File: src/design/swdf_pkg.sv
`default_nettype none

package swdf_pkg;

	// Width of the sequence number field on the packet channel.
	localparam int SEQ_FIELD_W = 16;

	// Bitmap geometry: one memory word covers one window of sequence numbers.
	localparam int WORD_BITS = 32;
	localparam int WORD_LOG  = 5;
	localparam int WIN_COUNT = 2048;
	localparam int WIN_W     = 11;

	typedef logic [SEQ_FIELD_W-1:0] seq_field_t;
	typedef logic [WORD_BITS-1:0]   word_t;
	typedef logic [WIN_W-1:0]       win_t;
	typedef logic [WORD_LOG-1:0]    bit_idx_t;
	typedef logic [1:0]             verdict_t;

	localparam verdict_t VERDICT_OK        = 2'd0;
	localparam verdict_t VERDICT_OUTSIDE   = 2'd1;
	localparam verdict_t VERDICT_DUPLICATE = 2'd2;
	localparam verdict_t VERDICT_NOT_NEWER = 2'd3;

	// Window counter distance beyond which a packet is too far ahead.
	localparam win_t AHEAD_LIMIT = win_t'(WIN_COUNT / 2);

	localparam logic MODE_SEQUENTIAL = 1'b0;
	localparam logic MODE_WINDOW     = 1'b1;

	// Decision of the judge stage for the packet in flight.
	typedef struct packed {
		verdict_t verdict;
		logic     mem_we;
		word_t    mem_wdata;
		win_t     rx_win;
		logic     adv_newest;
		logic     clr_req;
		win_t     old_win;
	} decision_t;

	// Window of a sequence number, wrapping modulo the window count.
	function automatic win_t win_of(seq_field_t seq);
		win_of = win_t'(seq >> WORD_LOG);
	endfunction

	// Bit position of a sequence number inside its window.
	function automatic bit_idx_t bit_of(seq_field_t seq);
		bit_of = seq[WORD_LOG-1:0];
	endfunction

endpackage

`default_nettype wire

File: src/design/swdf_judge.sv
`default_nettype none

// Verdict logic for one packet, given its window word and the newest sequence.
module swdf_judge #(
	parameter int SEQ_BITS = 16
) (
	input  wire logic                  mode,
	input  wire logic [SEQ_BITS-1:0]   seq,
	input  wire logic [SEQ_BITS-1:0]   newest,
	input  wire swdf_pkg::word_t       word,
	output swdf_pkg::decision_t        dec
);

	swdf_pkg::seq_field_t seq_ext;
	swdf_pkg::seq_field_t newest_ext;
	swdf_pkg::win_t       rx_win;
	swdf_pkg::win_t       old_win;
	swdf_pkg::win_t       ahead;
	swdf_pkg::bit_idx_t   bit_idx;
	swdf_pkg::word_t      bit_mask;
	logic [SEQ_BITS-1:0]  seq_delta;
	logic                 newer;
	logic                 outside;
	logic                 dup;

	assign seq_ext    = swdf_pkg::seq_field_t'(seq);
	assign newest_ext = swdf_pkg::seq_field_t'(newest);
	assign rx_win     = swdf_pkg::win_of(seq_ext);
	assign old_win    = swdf_pkg::win_of(newest_ext);
	assign bit_idx    = swdf_pkg::bit_of(seq_ext);
	assign bit_mask   = swdf_pkg::word_t'(1) << bit_idx;

	// Serial comparison: newer when the wrapped distance is nonzero and below half.
	assign seq_delta = seq - newest;
	assign newer     = (seq_delta != '0) && !seq_delta[SEQ_BITS-1];

	// Window distance wraps modulo the window count.
	assign ahead   = rx_win - old_win;
	assign outside = ahead > swdf_pkg::AHEAD_LIMIT;
	assign dup     = word[bit_idx];

	always_comb begin
		dec            = '0;
		dec.rx_win     = rx_win;
		dec.old_win    = old_win;
		dec.mem_wdata  = word | bit_mask;
		if (mode == swdf_pkg::MODE_WINDOW) begin
			if (outside) begin
				dec.verdict = swdf_pkg::VERDICT_OUTSIDE;
			end else if (dup) begin
				dec.verdict = swdf_pkg::VERDICT_DUPLICATE;
			end else begin
				dec.verdict    = swdf_pkg::VERDICT_OK;
				dec.mem_we     = 1'b1;
				dec.adv_newest = newer;
				dec.clr_req    = newer && (rx_win != old_win);
			end
		end else begin
			if (newer) begin
				dec.verdict    = swdf_pkg::VERDICT_OK;
				dec.adv_newest = 1'b1;
			end else begin
				dec.verdict = swdf_pkg::VERDICT_NOT_NEWER;
			end
		end
	end

endmodule

`default_nettype wire

File: config.mk
export PLATFORM = sky130hd
export DESIGN_NAME = swdf_judge
export DESIGN_NICKNAME = d
export VERILOG_FILES = /design/src/design/swdf_pkg.sv /design/src/design/swdf_judge.sv
export SDC_FILE = /design/constraint.sdc
export NUM_CORES = 1
export LEC_CHECK = 0
export ABC_AREA = 1
export BUFFER_PORTS_ARGS = -buffer_cell sky130_fd_sc_hd__buf_2
export CORE_AREA = 3 3 73 75
export DETAILED_ROUTE_END_ITERATION = 7
export DIE_AREA = 0 0 76 78
export GPL_TIMING_DRIVEN = 0
export MAX_ROUTING_LAYER = met4
export PLACE_DENSITY = 0.84
export SYNTH_ARGS = -nofsm -noshare
export SYNTH_HDL_FRONTEND = slang
export SYNTH_SLANG_ARGS = --single-unit
File: constraint.sdc
create_clock -name vclk -period 2.6
set_clock_uncertainty 0.15 [all_clocks]
set_input_delay 0.26 -clock vclk [all_inputs]
set_output_delay 0.26 -clock vclk [all_outputs]
set_load 0.05 [all_outputs]
### Word level (Yosys, flattened, before mapping)

Index checks and enable logic that the tools add are counted.

| word-level totals | value |
|---|---|
| flip-flop bits (word level) | 0 |
| input port bits | 65 |
| output and inout port bits | 59 |

| operators by class | value |
|---|---|
| eq/ne operators | 1 |
| bitwise logic cells | 1 |
| $add $sub $neg | 2 |
| mux-type cells | 14 |
| magnitude comparators | 2 |
| shift-type cells | 1 |
| reduce and logical (&&, ||, !) cells | 4 |

Operators with widths:

| kind | number |
|---|---|
| bitwise OR 32 bit | 1 |
| left shift 1 x 5 -> 32 bit (first input constant) | 1 |
| nonzero test 16 bit | 1 |
| subtractor 16 bit | 1 |
| 2-to-1 mux 2 bit | 6 |
| greater-than comparator 11 bit (second input constant) | 1 |
| != test 11 bit | 1 |
| subtractor 11 bit | 1 |
| 2-to-1 mux 1 bit | 7 |
| < comparator 5 x 6 -> 1 bit (second input constant) | 1 |
| binary-select mux 1 bit (select 5 bit) | 1 |
| logical AND 1 bit | 2 |
| zero test 1 bit | 1 |

### Longest topological paths before layout

Gate-level depths: netlist of the first run.

| logic depth | value |
|---|---|
| depth after elaboration | 7 |
| gate-level depth with buffers | 17 |

### Worst setup path after synthesis of the first run

OpenSTA, ideal clock, no wires.

| timing | value |
|---|---|
| path kind | input -> output |
| from | input port seq[5] |
| to | output port dec[12] in the netlist's numbering |
| stages | 14 |
| arrival | 2426 ps |
| required time | 2190 ps |
| path slack | -236 ps |
| path through | inv_1 > ha_1 > fa_1 > inv_1 > nand2_1 > a21oi_1 > nand3_1 > nor2_1 > nand3_1 > nor2_1 > nand2_1 > nand2_1 > nand2_2 > a21oi_1 |

RTL lines:

| what | line | RTL |
|---|---|---|
| from (decl) | swdf_judge.sv:8 | `input wire logic [SEQ_BITS-1:0] seq,` |
| to (decl) | swdf_judge.sv:11 | `output swdf_pkg::decision_t dec` |

==> impl_metrics.csv, run 1 <==
group,metric,value,unit
layout,fin_area,3360,sq um
sta,max_slew_margin,0.691,
sta,rsz0062_at_grt,"yes",
floorplan,die_w,76,microns
synth,synth_cell_types,28,
sta,final.period_utilization,0.991,
drt,wirelength,7.75,mm
floorplan,dieArea,5930,sq um
floorplan,design.portCount,124,
synth,synth_top_cell_by_area,"nand2_1",
layout,instances_no_fill,657,
synth,avgSynthCellArea,4.96,sq um
placed_design,dp.cells,651,
global_route,grt_pass1_vias,2966,
layout,area_growth,47.2,%
layout,diodes,0,
worst_setup_path,path_cells,"buf_2 > inv_1 > ha_4 > nand2_2 > inv_2 > a21oi_1 > nand2_1 > nand2_1 > nand2_1 > inv_1 > nand2_1 > nor2_2 > nand3_2 > o21bai_4 > buf_4 > a21oi_2 > buf_6",
placed_design,port_buffers,124,
placed_design,hpwl,6.35,mm
layout,final_layout_size_suffix_gt1_frac,0.380,
sta,fin_hold_ws,701,ps
synth,synth.area.top_cells,"nand2_1, inv_1, nand3_1",
sta,fmax,388,MHz
layout,clkbuf_count,0,
outcome,status,"complete, no violations",
layout,flops_and_latches,0,
worst_setup_path,critical-path-top-delay-family,"buffers and inverters",
global_route,grtUsageTotal,0.247,
synth,syn_nets,543,
placed_design,placed_area,2990,sq um
floorplan,dieHeight,78,microns
floorplan,start_util,0.483,
synth,post_synth_instance_area,2280,sq um
global_route,grt_pass1_wl,12.5,mm
synth,synthCells,460,
placed_design,place_congestion,0.978,
sta,finalCriticalPeriod,2580,ps
worst_setup_path,crit_type,"input pin to primary output",
global_route,globalRouteOverflowTotal,0,
worst_setup_path,cp_slowest_stage_delay,250,ps
worst_setup_path,path_max_fanout,5,
sta,fin_setup_tns,0,ps
placed_design,dp_slack,-313,ps
drt,antenna_left,0,
sta,drv_slew,0,
job,maxCapViolations,0,
floorplan,core.rowCount,25,
floorplan,coreArea,4720,sq um
worst_setup_path,arrival,2170,ps
power,p_leak,0.00199,uW
drt,routed_via_density,5.05,
global_route,grt_max_degree,11,
sta,hold_viol_final,0,
drt,drtIter0Drc,140,
worst_setup_path,worst-path-buf-inv,6,
worst_setup_path,cp-start-kind,"input pin",
layout,layout.nets,675,
synth,seq_area_frac_synth,0,
sta,timing_worst_slew_pin_value,464,ps
sta,setup_slack,22.8,ps
worst_setup_path,cpMostUsedCell,"nand2_1",
drt,vias,3317,
drt,drtPass1Iterations,5,
power,ir_worst_vdd,0.000144,V
sta,setup-violations-final,0,
drt,drc,0,
synth,ys_warn_count,0,
layout,ff_latch_area,0,sq um
power,powerDensity,275,nW/um^2
worst_setup_path,slowest_stage,"a21oi_1",
worst_setup_path,end_kind,"primary output",
worst_setup_path,critPathRequiredTime,2190,ps
drt,wl_per_cell,11.8,microns
min_path,hold_class,"input pin to primary output",
global_route,antenna_found_initial,0,
synth,synth_top_area_frac,0.231,
-- cell type report --
class              count  area, sq um
inverters             94          358
multi-input cells    336         1970
repair buffers       130          741
fillers              447         1370
plain buffers         30          205
well taps             67         83.8
-- layer usage --
layer,part of all wire,vias up,global-route usage,routed length [microns]
met1,0.39,1474,0.278,3030
met5,0,-,-,0
li1,-,1677,-,-
met4,0.015,0,0.0435,118
met2,0.52,153,0.477,4040
met3,0.072,13,0.0255,559
-- synth_stat cells (2+ instances only) --
cell and instances:
nand2_2 5, o21bai_1 18, ha_1 16, nor2_2 2, and2_1 2, nor2_1 39
xor2_1 4, o21ai_0 14, clkinv_1 2, clkbuf_1 5, nand3_1 55, buf_4 22
nand2_1 140, nand4_1 8, buf_2 3, inv_1 91, fa_1 2, a21oi_1 22
-- layout by cell type, fill, tap and decap left out, types with 5 or more instances in the layout --
cell | synthesis | routed
inv_1 | 91 | 86
nand2_1 | 140 | 127
buf_4 | 22 | 27
buf_2 | 3 | 117
o21bai_1 | 18 | 18
clkbuf_1 | 5 | 5
nand3_2 | 0 | 10
nor2_1 | 39 | 29
nand2_2 | 5 | 17
a21oi_1 | 22 | 17
o21ai_0 | 14 | 14
ha_1 | 16 | 6
nand3_1 | 55 | 45
a21oi_2 | 1 | 6
ha_4 | 0 | 6
nor2_2 | 2 | 10
buf_6 | 0 | 7
nand4_1 | 8 | 8
-- worst min-delay path: stages --
cell and delay, ps:
buf_2 120, a21oi_2 70, buf_6 140
-- logic make-up (layout without fill, tap and decap cells) --
family | Yosys count | count (layout) | share of synthesized area
fa+ha+maj | 18 | 18 | 0.105
xor+xnor | 5 | 5 | 0.0192
simple gates | 254 | 254 | 0.474
buf+inv | 124 | 254 | 0.242
compound gates | 59 | 59 | 0.159
-- power by group --
part	leakage, uW	internal, uW	switching [uW]
clock network	0	0	0
logic	0.00199	322	600
registers	0	0	0
total	0.00199	322	600
-- per-stage QoR --
| stage | util | total power, uW |
|---|---|---|
| 2_1_floorplan | - | 605 |
| 3_3_place_gp | 0.634 | 787 |
| 3_5_place_dp | 0.634 | 797 |
| 4_1_cts | 0.672 | 856 |
| 5_1_grt | 0.710 | 1000 |
| 6_report | 0.710 | 922 |
-- final timing paths --
check	start	end	depth (start not counted)
max	newest[6]	dec[12]	17
min	mode	dec[12]	3
-- what timing repair did --
action / in CTS / in global routing
buffers inserted: 4 / 2
hold buffers: 0 / 0
hold endpoints to repair: 0 / 0
pin swaps: 21 / 19
gates resized for setup: 44 / 47
endpoints found under the setup margin: 5 / 5
Note: power is estimated with default switching activity, not from simulation.
==> run 2: changes to the inputs <==
--- a/config.mk
+++ b/config.mk
@@ -7,9 +7,9 @@
 export LEC_CHECK = 0
 export ABC_AREA = 1
 export BUFFER_PORTS_ARGS = -buffer_cell sky130_fd_sc_hd__buf_2
-export CORE_AREA = 3 3 73 75
+export CORE_AREA = 2 2 92 59
 export DETAILED_ROUTE_END_ITERATION = 7
-export DIE_AREA = 0 0 76 78
+export DIE_AREA = 0 0 94 61
 export GPL_TIMING_DRIVEN = 0
 export MAX_ROUTING_LAYER = met4
 export PLACE_DENSITY = 0.84
==> run 2 against run 1 <==
- non-clock buffer count rose by 4
- global-route usage rose by 4.0 points
- final area rose by 1.2%
- critical path type unchanged
- die area fell by 3.3%
- critical endpoint unchanged
- sequential cell count did not move
- sequential share of layout area did not move
==> impl_metrics.csv, run 2 (synthesis gave the netlist of run 1 again) <==
group,metric,value,unit
sta,final.period_utilization,0.995,
drt,wirelength,8.62,mm
global_route,globalRouteOverflowTotal,0,
worst_setup_path,critPathRequiredTime,2190,ps
drt,vias,3438,
global_route,antenna_found_initial,0,
sta,finalCriticalPeriod,2590,ps
placed_design,place_congestion,0.984,
sta,max_slew_margin,0.669,
outcome,status,"complete, no violations",
worst_setup_path,worstSetupStartpoint,"newest[10]",
layout,final_layout_size_suffix_gt1_frac,0.367,
layout,layout_common_cells,"nand2_1, buf_2, inv_1",
global_route,grt_pass1_vias,2782,
placed_design,port_buffers,124,
layout,layout.nets,679,
drt,routed_via_density,5.21,
floorplan,dieHeight,61,microns
layout,flops_and_latches,0,
floorplan,design.portCount,124,
worst_setup_path,cp-start-kind,"input pin",
floorplan,coreArea,4880,sq um
global_route,grtUsageTotal,0.287,
layout,final_util,0.696,
layout,clkbuf_count,0,
sta,hold_viol_final,0,
sta,rsz0062_at_grt,"yes",
layout,area_growth,49.0,%
worst_setup_path,arrival,2180,ps
layout,ff_latch_area,0,sq um
min_path,hold_class,"input pin to primary output",
layout,fin_area,3400,sq um
drt,drtIter0Drc,314,
sta,setup-violations-final,0,
layout,final_common_cell,"nand2_1",
floorplan,start_util,0.467,
drt,wl_per_cell,13.1,microns
placed_design,placed_area,2990,sq um
placed_design,hpwl,7.00,mm
sta,fin_setup_tns,0,ps
global_route,grt_pass1_wl,12.6,mm
job,maxCapViolations,0,
worst_setup_path,end_kind,"primary output",
sta,drv_slew,0,
worst_setup_path,crit_path_end,"dec[12]",
power,powerDensity,284,nW/um^2
drt,drtPass1Iterations,6,
worst_setup_path,crit_type,"input pin to primary output",
drt,antenna_left,0,
sta,timing_worst_slew_pin_value,497,ps
power,p_leak,0.00200,uW
worst_setup_path,path_max_fanout,6,
global_route,grt_max_degree,11,
layout,diodes,0,
power,ir_worst_vdd,0.000155,V
floorplan,core.rowCount,20,
floorplan,die_w,94,microns
drt,drc,0,
floorplan,dieArea,5730,sq um
sta,fmax,387,MHz
-- run 2: cell count changes in the layout (fill, tap and decap cells not counted), sizes merged --
cell | previous run | this run
buf | 155 | 159
-- run 2: stage by stage --
step	setup slack [ps]	hold WS [ps]	total power [uW]	cells
2_1_floorplan	12.1	520	605	460
5_1_grt	-113	726	1030	660
4_1_cts	-41.2	692	874	656
6_report	12.7	718	964	660
3_3_place_gp	-264	738	802	650
3_5_place_dp	-319	753	814	650
-- run 2: metal layers --
layer	track usage	wire length (microns)	up-vias
li1	-	-	1683
met1	0.442	4030	1568
met2	0.422	3570	173
met3	0.0273	941	14
met4	0.0124	70	0
met5	-	0	-
-- run 2: timing repair --
action	CTS	global route
resized for setup	41	47
buffers inserted	6	4
endpoints found under the setup margin	5	5
hold buffers	0	0
pin swaps	19	25
-- run 2: how the worst min path moves through the flow --
| stage | slack (ps) | depth (start not counted) | startpoint | end |
|---|---|---|---|---|
| global placement | 740 | 3 | mode | dec[12] |
| detailed placement | 750 | 3 | mode | dec[12] |
| CTS | 690 | 3 | mode | dec[12] |
| floorplan | 520 | 1 | mode | dec[12] |
| finish | 720 | 3 | mode | dec[12] |
| global route | 730 | 3 | mode | dec[12] |
-- run 2: final cells by class --
class / instances / area (sq um)
buffer: 30 / 205
multi-input combinational: 336 / 1960
fill: 463 / 1480
timing repair buffer: 134 / 786
tap: 66 / 82.6
inverter: 94 / 363
-- run 2: power by group --
part           switching [uW]  total [uW]  internal [uW]  leakage, uW
clock network               0           0              0            0
registers                   0           0              0            0
logic                     627         964            337      0.00200
-- run 2: critical path: stages --
cell and delay (ps):
buf_2 90, inv_1 40, ha_2 380, nand2_1 60, nand2_1 200, nand2_1 80
nand2_1 110, inv_1 70, nand2_1 60, nand2_1 40, nand2_1 60, nand2_1 50
nor2_1 80, nand2_1 100, nand2_2 100, nand2_4 70, a21oi_2 140, buf_6 170
